$ cat src/design/tdpg_pkg.sv
// ----------------------------------------------------------------------------
// tdpg_pkg
// Shared types and constants of the triggered delayed pulse generator.
// ----------------------------------------------------------------------------
package tdpg_pkg;

  localparam int unsigned DELAY_LIMIT_US      = 200000;
  localparam int unsigned ZERO_DELAY_EXTRA_US = 5;

  localparam int unsigned US_PER_DELAY_UNIT  = 100;
  localparam int unsigned US_PER_LENGTH_UNIT = 10;
  localparam int unsigned LENGTH_MIN_UNITS   = 1800;
  localparam int unsigned LENGTH_MAX_UNITS   = 2200;

  localparam int unsigned CFG_W       = 16;
  localparam int unsigned CFG_IDX_W   = 2;
  localparam int unsigned COUNT_W     = 18;
  localparam int unsigned TOTAL_W     = 16;
  localparam int unsigned DLY_FB_W    = 11;
  localparam int unsigned LEN_FB_W    = 12;

  localparam int unsigned DELAY_UNITS_MAX = (DELAY_LIMIT_US + US_PER_DELAY_UNIT / 2) /
                                            US_PER_DELAY_UNIT;
  localparam int unsigned DELAY_RAW_MAX   = DELAY_LIMIT_US / US_PER_DELAY_UNIT;
  localparam int unsigned DELAY_UNITS_W   = $clog2(DELAY_UNITS_MAX + 1);
  localparam int unsigned DELAY_TICKS_W   = $clog2(DELAY_UNITS_MAX * US_PER_DELAY_UNIT + 1);
  localparam int unsigned HIGH_TICKS_W    =
    $clog2(LENGTH_MAX_UNITS * US_PER_LENGTH_UNIT + ZERO_DELAY_EXTRA_US + 1);
  localparam int unsigned CMP_W0 = (DELAY_TICKS_W > HIGH_TICKS_W) ? DELAY_TICKS_W : HIGH_TICKS_W;
  localparam int unsigned CMP_W  = (CMP_W0 > COUNT_W) ? CMP_W0 : COUNT_W;

  localparam logic [CFG_W-1:0] DELAY_RESET  = CFG_W'(0);
  localparam logic [CFG_W-1:0] LENGTH_RESET = CFG_W'(2000);

  typedef enum logic [CFG_IDX_W-1:0] {
    CFG_DELAY   = 2'd0,
    CFG_LENGTH  = 2'd1,
    CFG_TRIGGER = 2'd2
  } cfg_idx_e;

  typedef struct packed {
    logic sensor_level;
  } in_item_t;

  typedef struct packed {
    logic                pulse_out;
    logic                pulse_active;
    logic [TOTAL_W-1:0]  pulse_total;
    logic [DLY_FB_W-1:0] delay_feedback;
    logic [LEN_FB_W-1:0] length_feedback;
  } out_item_t;

endpackage

$ cat src/design/tdpg_if.sv
// ----------------------------------------------------------------------------
// tdpg_if
// Valid/ready channels of the triggered delayed pulse generator.
// ----------------------------------------------------------------------------
interface tdpg_in_if;
  logic              valid;
  logic              ready;
  tdpg_pkg::in_item_t data;

  modport source (output valid, output data, input ready);
  modport sink   (input valid, input data, output ready);
endinterface

interface tdpg_out_if;
  logic               valid;
  logic               ready;
  tdpg_pkg::out_item_t data;

  modport source (output valid, output data, input ready);
  modport sink   (input valid, input data, output ready);
endinterface

interface tdpg_cfg_if;
  logic                           valid;
  logic                           ready;
  logic [tdpg_pkg::CFG_IDX_W-1:0] index;
  logic [tdpg_pkg::CFG_W-1:0]     wdata;

  modport source (output valid, output index, output wdata, input ready);
  modport sink   (input valid, input index, input wdata, output ready);
endinterface

$ cat src/design/triggered_delayed_pulse_generator.sv
// ----------------------------------------------------------------------------
// triggered_delayed_pulse_generator
// Edge-triggered one-shot with programmable delay and pulse length.
//
// in_i carries one transaction per microsecond tick with the sampled sensor
// level; out_o returns exactly one transaction per tick with the pin level,
// busy flag, completed pulse count and the clamped settings in effect.
// cfg_i writes the delay (index 0), length (index 1) and trigger edge
// (index 2); it is always ready; the user must write it only while the block
// is idle (not enforced). One tick is taken per cycle while in_i is ready.
// The tick's whole state update sits between the state registers and the
// result register. A two-entry output stage (result plus skid) keeps input
// accepted for one more tick while the receiver stalls; in_i.ready drops
// only once both entries hold results. Reset clears the settings to their
// defaults, the edge detector, the phase, the tick counter and the pulse
// count, and empties the output stage.
// ----------------------------------------------------------------------------
module triggered_delayed_pulse_generator (
  input  logic                  clk_i,
  input  logic                  rst_ni,
  tdpg_in_if.sink               in_i,
  tdpg_out_if.source            out_o,
  tdpg_cfg_if.sink              cfg_i
);

  typedef enum logic [1:0] {
    PH_IDLE  = 2'd0,
    PH_DELAY = 2'd1,
    PH_HIGH  = 2'd2
  } phase_e;

  logic [tdpg_pkg::CFG_W-1:0]    delay_cfg_q;
  logic [tdpg_pkg::CFG_W-1:0]    length_cfg_q;
  logic                          falling_q;

  logic                          last_level_q;
  phase_e                        phase_q, phase_d;
  logic [tdpg_pkg::COUNT_W-1:0]  cnt_q, cnt_d;
  logic [tdpg_pkg::TOTAL_W-1:0]  total_q, total_d;

  logic                          out_v_q, skid_v_q;
  tdpg_pkg::out_item_t           out_q, skid_q;
  tdpg_pkg::out_item_t           res_d;

  logic [tdpg_pkg::DELAY_UNITS_W-1:0] dly_units;
  logic [tdpg_pkg::LEN_FB_W-1:0]      len_units;
  logic [tdpg_pkg::CMP_W-1:0]         dly_ticks;
  logic [tdpg_pkg::CMP_W-1:0]         high_ticks;
  logic [tdpg_pkg::COUNT_W-1:0]       cnt_inc;
  logic                               level;
  logic                               trig;
  logic                               pin;
  logic                               active;
  logic                               acc;
  logic                               pop;

  assign cfg_i.ready = 1'b1;
  assign in_i.ready  = !skid_v_q;
  assign acc         = in_i.valid && in_i.ready;
  assign pop         = out_v_q && out_o.ready;
  assign out_o.valid = out_v_q;
  assign out_o.data  = out_q;

  always_comb begin
    if (delay_cfg_q > tdpg_pkg::CFG_W'(tdpg_pkg::DELAY_RAW_MAX)) begin
      dly_units = tdpg_pkg::DELAY_UNITS_W'(tdpg_pkg::DELAY_UNITS_MAX);
    end else begin
      dly_units = tdpg_pkg::DELAY_UNITS_W'(delay_cfg_q);
    end
    if (length_cfg_q < tdpg_pkg::CFG_W'(tdpg_pkg::LENGTH_MIN_UNITS)) begin
      len_units = tdpg_pkg::LEN_FB_W'(tdpg_pkg::LENGTH_MIN_UNITS);
    end else if (length_cfg_q > tdpg_pkg::CFG_W'(tdpg_pkg::LENGTH_MAX_UNITS)) begin
      len_units = tdpg_pkg::LEN_FB_W'(tdpg_pkg::LENGTH_MAX_UNITS);
    end else begin
      len_units = tdpg_pkg::LEN_FB_W'(length_cfg_q);
    end
    dly_ticks  = tdpg_pkg::CMP_W'(dly_units) *
                 tdpg_pkg::CMP_W'(tdpg_pkg::US_PER_DELAY_UNIT);
    high_ticks = tdpg_pkg::CMP_W'(len_units) *
                 tdpg_pkg::CMP_W'(tdpg_pkg::US_PER_LENGTH_UNIT);
    if (dly_units == '0) begin
      high_ticks = high_ticks + tdpg_pkg::CMP_W'(tdpg_pkg::ZERO_DELAY_EXTRA_US);
    end
  end

  always_comb begin
    level   = in_i.data.sensor_level;
    trig    = falling_q ? (last_level_q && !level) : (!last_level_q && level);
    phase_d = phase_q;
    cnt_d   = cnt_q;
    total_d = total_q;
    pin     = 1'b0;
    active  = 1'b0;

    unique case (phase_q)
      PH_DELAY, PH_HIGH: begin
      end
      default: begin
        phase_d = PH_IDLE;
        if (trig) begin
          cnt_d   = '0;
          phase_d = (dly_units == '0) ? PH_HIGH : PH_DELAY;
        end
      end
    endcase

    cnt_inc = cnt_d + tdpg_pkg::COUNT_W'(1);

    unique case (phase_d)
      PH_DELAY: begin
        active = 1'b1;
        cnt_d  = cnt_inc;
        if (tdpg_pkg::CMP_W'(cnt_inc) >= dly_ticks) begin
          phase_d = PH_HIGH;
          cnt_d   = '0;
        end
      end
      PH_HIGH: begin
        active = 1'b1;
        pin    = 1'b1;
        cnt_d  = cnt_inc;
        if (tdpg_pkg::CMP_W'(cnt_inc) >= high_ticks) begin
          phase_d = PH_IDLE;
          cnt_d   = '0;
          if (total_q != '1) begin
            total_d = total_q + tdpg_pkg::TOTAL_W'(1);
          end
        end
      end
      default: begin
      end
    endcase

    res_d.pulse_out       = pin;
    res_d.pulse_active    = active;
    res_d.pulse_total     = total_d;
    res_d.delay_feedback  = tdpg_pkg::DLY_FB_W'(dly_units);
    res_d.length_feedback = len_units;
  end

  always_ff @(posedge clk_i or negedge rst_ni) begin
    if (!rst_ni) begin
      delay_cfg_q  <= tdpg_pkg::DELAY_RESET;
      length_cfg_q <= tdpg_pkg::LENGTH_RESET;
      falling_q    <= 1'b0;
    end else if (cfg_i.valid) begin
      unique case (cfg_i.index)
        tdpg_pkg::CFG_DELAY:   delay_cfg_q  <= cfg_i.wdata;
        tdpg_pkg::CFG_LENGTH:  length_cfg_q <= cfg_i.wdata;
        tdpg_pkg::CFG_TRIGGER: falling_q    <= cfg_i.wdata[0];
        default: begin
        end
      endcase
    end
  end

  always_ff @(posedge clk_i or negedge rst_ni) begin
    if (!rst_ni) begin
      last_level_q <= 1'b0;
      phase_q      <= PH_IDLE;
      cnt_q        <= '0;
      total_q      <= '0;
    end else if (acc) begin
      last_level_q <= level;
      phase_q      <= phase_d;
      cnt_q        <= cnt_d;
      total_q      <= total_d;
    end
  end

  always_ff @(posedge clk_i or negedge rst_ni) begin
    if (!rst_ni) begin
      out_v_q  <= 1'b0;
      skid_v_q <= 1'b0;
    end else if (pop) begin
      if (skid_v_q) begin
        skid_v_q <= 1'b0;
      end else begin
        out_v_q <= acc;
      end
    end else if (acc) begin
      if (out_v_q) begin
        skid_v_q <= 1'b1;
      end else begin
        out_v_q <= 1'b1;
      end
    end
  end

  always_ff @(posedge clk_i) begin
    if (pop) begin
      if (skid_v_q) begin
        out_q <= skid_q;
      end else if (acc) begin
        out_q <= res_d;
      end
    end else if (acc) begin
      if (out_v_q) begin
        skid_q <= res_d;
      end else begin
        out_q <= res_d;
      end
    end
  end

`ifndef ASSERT_OFF
  a_skid_behind_out: assert property (@(posedge clk_i) disable iff (!rst_ni)
    skid_v_q |-> out_v_q)
    else $error("skid entry held without an output entry");

  a_idle_count_clear: assert property (@(posedge clk_i) disable iff (!rst_ni)
    (phase_q == PH_IDLE) |-> (cnt_q == '0))
    else $error("tick counter not cleared while idle");

  a_pin_implies_active: assert property (@(posedge clk_i) disable iff (!rst_ni)
    (out_v_q && out_q.pulse_out) |-> out_q.pulse_active)
    else $error("pulse pin high outside an active pulse");

  a_total_monotonic: assert property (@(posedge clk_i) disable iff (!rst_ni)
    acc |=> (total_q >= $past(total_q)))
    else $error("pulse count decreased");
`endif

endmodule

$ cat src/flat_wrapper.sv
// flat-port wrapper written by rule: the top's interface ports become plain ports
module triggered_delayed_pulse_generator_flat 
  (clk_i, rst_ni, in_i_valid, in_i_data, in_i_ready, out_o_valid, out_o_data, out_o_ready, cfg_i_valid, cfg_i_index, cfg_i_wdata, cfg_i_ready);
  tdpg_in_if in_i_i ();
  tdpg_out_if out_o_i ();
  tdpg_cfg_if cfg_i_i ();
  input  logic clk_i;
  input  logic rst_ni;
  input wire logic [$bits(in_i_i.valid)-1:0] in_i_valid;
  input wire logic [$bits(in_i_i.data)-1:0] in_i_data;
  output wire logic [$bits(in_i_i.ready)-1:0] in_i_ready;
  output wire logic [$bits(out_o_i.valid)-1:0] out_o_valid;
  output wire logic [$bits(out_o_i.data)-1:0] out_o_data;
  input wire logic [$bits(out_o_i.ready)-1:0] out_o_ready;
  input wire logic [$bits(cfg_i_i.valid)-1:0] cfg_i_valid;
  input wire logic [$bits(cfg_i_i.index)-1:0] cfg_i_index;
  input wire logic [$bits(cfg_i_i.wdata)-1:0] cfg_i_wdata;
  output wire logic [$bits(cfg_i_i.ready)-1:0] cfg_i_ready;
  assign in_i_i.valid = in_i_valid;
  assign in_i_i.data = in_i_data;
  assign in_i_ready = in_i_i.ready;
  assign out_o_valid = out_o_i.valid;
  assign out_o_data = out_o_i.data;
  assign out_o_i.ready = out_o_ready;
  assign cfg_i_i.valid = cfg_i_valid;
  assign cfg_i_i.index = cfg_i_index;
  assign cfg_i_i.wdata = cfg_i_wdata;
  assign cfg_i_ready = cfg_i_i.ready;
  triggered_delayed_pulse_generator u_core (.clk_i(clk_i), .rst_ni(rst_ni), .in_i(in_i_i), .out_o(out_o_i), .cfg_i(cfg_i_i));
endmodule
$ cat config.mk
export PLATFORM = sky130hd
export DESIGN_NAME = triggered_delayed_pulse_generator_flat
export DESIGN_NICKNAME = d
export VERILOG_FILES = /design/src/design/tdpg_pkg.sv /design/src/design/tdpg_if.sv /design/src/design/triggered_delayed_pulse_generator.sv /design/src/flat_wrapper.sv
export SDC_FILE = /design/constraint.sdc
export NUM_CORES = 1
export LEC_CHECK = 0
export ABC_AREA = 1
export BUFFER_PORTS_ARGS = -buffer_cell sky130_fd_sc_hd__buf_4
export CAP_MARGIN = 20
export CORE_MARGIN = 5
export CORE_UTILIZATION = 50
export CTS_BUF_LIST = sky130_fd_sc_hd__clkbuf_16
export CTS_CLUSTER_DIAMETER = 200
export DETAILED_ROUTE_END_ITERATION = 6
export PLACE_DENSITY_LB_ADDON = 0.3
export SYNTH_ARGS = -nofsm -noshare
export SYNTH_HDL_FRONTEND = slang
export SYNTH_SLANG_ARGS = --single-unit
export TNS_END_PERCENT = 10
$ cat constraint.sdc
create_clock -name clk_i -period 6.6 [get_ports clk_i]
set_input_delay 0.66 -clock clk_i [delete_from_list [all_inputs] [get_ports clk_i]]
set_output_delay 0.66 -clock clk_i [all_outputs]
set_load 0.05 [all_outputs]
# Word level (Yosys, flattened, before mapping)
# Cells that the tools add are included.
# totals
ff_bits,154
out_inout_bits,44
word_cells,92
# classes
addsub,3
mul,2
n_lt_le_gt_ge,5
eq_ne,9
n_mux,32
bitwise_logic,1
reduce_logical,21
# ops
operator,count
$mux W41,5
$mux W18,5
$mux W16,3
$ge A18 B18 Y1,2
$pmux W18 S2,1
$mux W12,2
$add A18 B1 Y18 const B,1
$add A16 B3 Y17 const B,1
$add A16 B1 Y16 const B,1
$gt A16 B11 Y1 const B,1
$gt A16 B12 Y1 const B,1
$lt A16 B11 Y1 const B,1
$mul A11 B5 Y16 const B,1
$ne A16 B16 Y1 const B,1
$mul A12 B3 Y15 const B,1
$logic_not A11 Y1,1
$mux W11,1
$mux W2,5
$reduce_and A2 Y1,5
$mux W1,9
$eq A2 B1 Y1 const B,3
$eq A2 B2 Y1 const B,3
$reduce_and A3 Y1,2
$reduce_bool A2 Y1,3
7 further kinds,14

# Depth between registers and ports, before layout
# depth
ltp_word,12
depth_mapped,38

# Least setup slack after synthesis
# Ideal clock, no wire load.
# synth_path
path_kind,register to register
start,register u_core.length_cfg_q[13] (netlist name)
end,register u_core.out_q (netlist bit u_core.out_o.data[38]) (data pin)
setup_ns,0.249
arrival_ns,5.116
slack_ns,1.235
path_stages_with_launch,33
period_less_slack_ns,5.365
cell_sequence,dfrtp_1 -> nor2_1 -> nand2_1 -> nor2_1 -> inv_1 -> a31oi_1 -> inv_1 -> nand2_2 -> nor2_4 -> ha_1 -> ha_1 -> fa_1 -> inv_1 -> nor3_1 -> inv_1 -> nor3_1 -> nand4_1 -> nor2_1 -> xor2_1 -> ha_1 -> nand2_1 -> nor2_1 -> a211oi_1 -> nand2_1 -> nand2_1 -> nand2_1 -> a21oi_1 -> nand2_2 -> buf_4 -> nand3_1 -> nand3_1 -> nand2_1 -> inv_1
# synth_via
elab_chain_cells,12
# synth_lines
element,line_no,source
"start, declared",triggered_delayed_pulse_generator.sv:33,logic [tdpg_pkg::CFG_W-1:0] length_cfg_q;
"start signal, assigned",triggered_delayed_pulse_generator.sv:144,length_cfg_q <= tdpg_pkg::LENGTH_RESET;
"start signal, assigned",triggered_delayed_pulse_generator.sv:149,tdpg_pkg::CFG_LENGTH: length_cfg_q <= cfg_i.wdata;
$gt A16 B12 Y1,triggered_delayed_pulse_generator.sv:72,end else if (length_cfg_q > tdpg_pkg::CFG_W'(tdpg_pkg::LENGTH_MAX_UNITS)) begin
$mux W12,triggered_delayed_pulse_generator.sv:72,
$mux W12 (*),triggered_delayed_pulse_generator.sv:70,if (length_cfg_q < tdpg_pkg::CFG_W'(tdpg_pkg::LENGTH_MIN_UNITS)) begin
named net u_core.len_units (one bit),triggered_delayed_pulse_generator.sv:46,logic [tdpg_pkg::LEN_FB_W-1:0] len_units;
$mul A12 B3 Y15 (*),triggered_delayed_pulse_generator.sv:79,high_ticks = tdpg_pkg::CMP_W'(len_units) *
$add A16 B3 Y17,triggered_delayed_pulse_generator.sv:82,high_ticks = high_ticks + tdpg_pkg::CMP_W'(tdpg_pkg::ZERO_DELAY_EXTRA_US);
$mux W18 (*),triggered_delayed_pulse_generator.sv:81,if (dly_units == '0) begin
$ge A18 B18 Y1 (*),triggered_delayed_pulse_generator.sv:122,if (tdpg_pkg::CMP_W'(cnt_inc) >= high_ticks) begin
$mux W16 (*),triggered_delayed_pulse_generator.sv:122,
$mux W16 (*),triggered_delayed_pulse_generator.sv:109,unique case (phase_d)
$mux W41 (on tied branches),"triggered_delayed_pulse_generator.sv:198, triggered_delayed_pulse_generator.sv:194",
$mux W41 (on tied branches),"triggered_delayed_pulse_generator.sv:197, triggered_delayed_pulse_generator.sv:192",
$mux W41 (*),triggered_delayed_pulse_generator.sv:191,if (pop) begin
"end signal, assigned",triggered_delayed_pulse_generator.sv:193,out_q <= skid_q;
"end signal, assigned",triggered_delayed_pulse_generator.sv:195,out_q <= res_d;
"end signal, assigned",triggered_delayed_pulse_generator.sv:201,out_q <= res_d;
"end, declared",triggered_delayed_pulse_generator.sv:42,"tdpg_pkg::out_item_t out_q, skid_q;"
# Mark *: on every way through the listed nets, which the timed path passes. The rest lies on a longest branch. The select of a mux whose other input is x is not followed.
# A chain may end at the register's enable or synchronous reset.

# Worst setup path in the final report
# layout_path
start,register u_core.length_cfg_q[14] (netlist name)
end,register u_core.skid_q[23] (netlist name) (data pin)
# layout_via
elab_chain_cells,9
# layout_lines
element,line_no,source
$gt A16 B12 Y1,triggered_delayed_pulse_generator.sv:72,
$mux W12,triggered_delayed_pulse_generator.sv:72,
$mux W12 (*),triggered_delayed_pulse_generator.sv:70,
named net u_core.len_units (one bit),triggered_delayed_pulse_generator.sv:46,
$mul A12 B3 Y15 (*),triggered_delayed_pulse_generator.sv:79,
$add A16 B3 Y17,triggered_delayed_pulse_generator.sv:82,
$mux W18 (*),triggered_delayed_pulse_generator.sv:81,
$ge A18 B18 Y1 (*),triggered_delayed_pulse_generator.sv:122,
$mux W16 (*),triggered_delayed_pulse_generator.sv:122,
$mux W16 (*),triggered_delayed_pulse_generator.sv:109,
named net u_core.total_d (one bit),triggered_delayed_pulse_generator.sv:39,"logic [tdpg_pkg::TOTAL_W-1:0] total_q, total_d;"
"end signal, assigned",triggered_delayed_pulse_generator.sv:199,skid_q <= res_d;
"end, declared",triggered_delayed_pulse_generator.sv:42,
# Mark *: on every way through the listed nets, which the timed path passes. The rest lies on a longest branch.

==> results.toml <==
[run_status]
status = "complete, no violations"

[logic_synthesis]
synth_edf_count = 82
synth-main-ff-cell = "edfxtp_1"
yosys_warnings = 0
avgSynthCellArea_um2 = 8.006
yosys_register_bits = 154
ys_seq_area_share_pct = 40.92
syn_area_um2 = 10440
synth_cell_types = 46
synth-async-reset-ratio_pct = 46.75
syn_inst = 1304

[worst_setup_path]
worst-path-buf-inv = 4
crit_type = "flip-flop to flip-flop"
cp-start-kind = "flip-flop"
slowest_delay_ns = 0.46
cp.depth = 32
r2r_cells = 32
required_ns = 6.79
end_kind = "flip-flop"
crit_top_cell = "nand2_1"
worstPathArrival_ns = 6.32
cp_max_fo = 33
crit_slowest_cell = "fa_1"
cp_top_family = "simple AND/OR/NAND/NOR gates"

[clock_network]
cts-root-buf = "clkbuf_16"
cts_tree = "done"
cts_buffer_depth = 2
clk_latency_ns = 0.44
clkSlewWorstSetupHoldPaths_ns = 0.07
ctsHoldBuffers = 0
cts-htree-levels = 4
cts_buffers = 17
clock_sinks = 154

[job]
drv_cap = 0

[sta]
skew_ns = 0.01102
period_needed_ns = 6.121
slew_viol_final = 0
tns_ns = 0
hold_viol_final = 0
finalSetupViolCount = 0
max_slew_margin_pct = 37.96
period_share_pct = 92.75
setup_slack_ns = 0.4786
worst_pin_slew_ns = 0.9296
holdWs_ns = 0.02353
max_freq_mhz = 163.4

[pwr]
cellPowerDensity_nw_per_um2 = 446.2
p_int_mw = 2.733
pwr-share-clk_pct = 18.6
p_switching_mw = 2.525
pwr-share-comb_pct = 53.7
power.share.sequential_pct = 27.7
ir_drop_uv = 260.6
switching_share_pct = 48.02
leakagePower_nw = 5.888

[route]
dr.first_iter.drc_count = 619
num_vias = 8581
wl_um = 24080
wl_per_cell_um = 14.63
drc = 0
viasPerCell = 5.213
final_antenna_net_count = 0
drtPass1Iterations = 5

[cells_and_area]
fin_util_pct = 57.68
final_common_cell = "nand2_1"
layout_common_cells = "nand2_1 (307), inv_1 (212), nor2_1 (112)"
antenna_cells = 0
final_cells = 1646
drive_above_1_share_pct = 10.97
final_nets = 1496
area_growth_pct = 12.87

[floorplanning]
initial_core_util_pct = 51.10
core_um2 = 20430
die-area_um2 = 23870
fp.dieH_um = 154.5
ioPinCount = 68
die_w_um = 154.5
rows = 52

[placement]
dp_slack_ns = 0.3961
port_buffers = 66
finalWeightedCongestion = 0.8824
dp_cells = 1614
dp_hpwl_um = 17700

[global_route]
grt_antenna_before_repair = 0
grt_pass1_wl_um = 39790
grt_pass1_vias = 8059
met2_usage_pct = 32.63
busiest_layer = "met2"
grt_overflow = 0
use_met1_pct = 28.11
grt_max_degree = 67
grt_usage_pct = 20.48
met3_usage_pct = 3.884

[min_path]
hold_class = "input port to async pin"
## per-stage QoR
step / power, mW / instance area, µm²
after global placement: 4.186 / 11200
after detailed placement: 4.273 / 11200
after floorplan: 3.619 / 10440
after global routing: 5.678 / 11780
after CTS: 5.264 / 11770
final: 5.258 / 11780
## final timing paths
| check | from | end | slack, ns |
|---|---|---|---|
| hold / removal | rst_ni | u_core.total_q[9] | 0.02 |
| setup / recovery | u_core.length_cfg_q[14] | u_core.skid_q[23] | 0.48 |
| hold reg to reg | u_core.delay_cfg_q[12] | u_core.delay_cfg_q[12] | 0.49 |
| min in group clk_i | u_core.delay_cfg_q[12] | u_core.delay_cfg_q[12] | 0.49 |
| max in group asynchronous | rst_ni | u_core.delay_cfg_q[7] | 5.45 |
| setup reg to reg | u_core.length_cfg_q[14] | u_core.skid_q[23] | 0.48 |
## state kept, by name, summed over array words and instances (netlist names), 2 cells and up
name,count
u_core.cnt_q,18
u_core.delay_cfg_q,16
u_core.length_cfg_q,16
u_core.out_o.data,41
u_core.phase_q,2
u_core.skid_q,41
u_core.total_q,16
## what timing repair did
| action | 4_1_cts | 5_1_grt |
|---|---|---|
| resized for setup | 0 | 2 |
| endpoints found under the setup margin | 0 | 40 |
| setup buffers | 0 | 0 |
## area by class of cell
cell class              instances  area [µm²]
clock buffers                  17       425.4
multi-input cells             900        5220
clock inverters                15       151.4
fillers                      1833        8646
repair buffers                 77       578.1
flip-flops and latches        154        4272
inverters                     213       799.5
well taps                     270       337.8
## power groups by stage
| stage | logic, mW | clock network, mW | registers (mW) |
|---|---|---|---|
| after floorplan | 1.84 | 0 | 1.78 |
| after global routing | 3.17 | 1.03 | 1.49 |
| after global placement | 2.72 | 0 | 1.47 |
| after CTS | 2.82 | 0.987 | 1.46 |
| final | 2.82 | 0.978 | 1.46 |
| after detailed placement | 2.80 | 0 | 1.47 |
## cells by family (layout without fill, tap and decap cells)
kind of cell	count (synthesis)	count (layout)	synth area share, %
xor+xnor	41	41	3.440
compound gates	153	153	7.802
other cells	1	2	0.03592
mux	1	1	0.09588
buf+inv	251	322	9.432
flops	154	154	40.92
simple gates	594	594	24.71
fa+ha+maj	109	109	13.57
## layer usage
layer | routed length [µm] | share of wire (%)
met3 | 1260 | 5.2
met4 | 644 | 2.7
met5 | 0 | 0
met2 | 11030 | 46
met1 | 11140 | 46
## cell usage after synthesis (2+ instances only)
cell type	number	share of area [%]
nand2_1	307	11
inv_1	212	7.6
nor2_1	115	4.1
ha_1	102	12
edfxtp_1	82	24
nand3_1	82	3.9
o21ai_0	79	3.8
dfrtp_1	66	16
a21oi_1	56	2.7
xor2_1	32	2.7
nand4_1	29	1.7
clkbuf_1	22	0.79
nor3_1	19	0.91
nand2_2	14	0.84
xnor2_1	9	0.76
buf_1	8	0.29
fa_1	7	1.3
dfstp_2	6	1.5
or2_2	6	0.36
buf_6	4	0.43
nand3_2	4	0.38
o21bai_1	4	0.29
a31oi_1	3	0.18
buf_4	3	0.22
nor3b_1	3	0.22
nor4_1	3	0.18
o21ai_1	3	0.14
nand3b_1	2	0.14
nor2_2	2	0.12
nor2_4	2	0.22
o211ai_1	2	0.14
o21a_1	2	0.14
No activity file was read; power rests on OpenSTA's default activity.
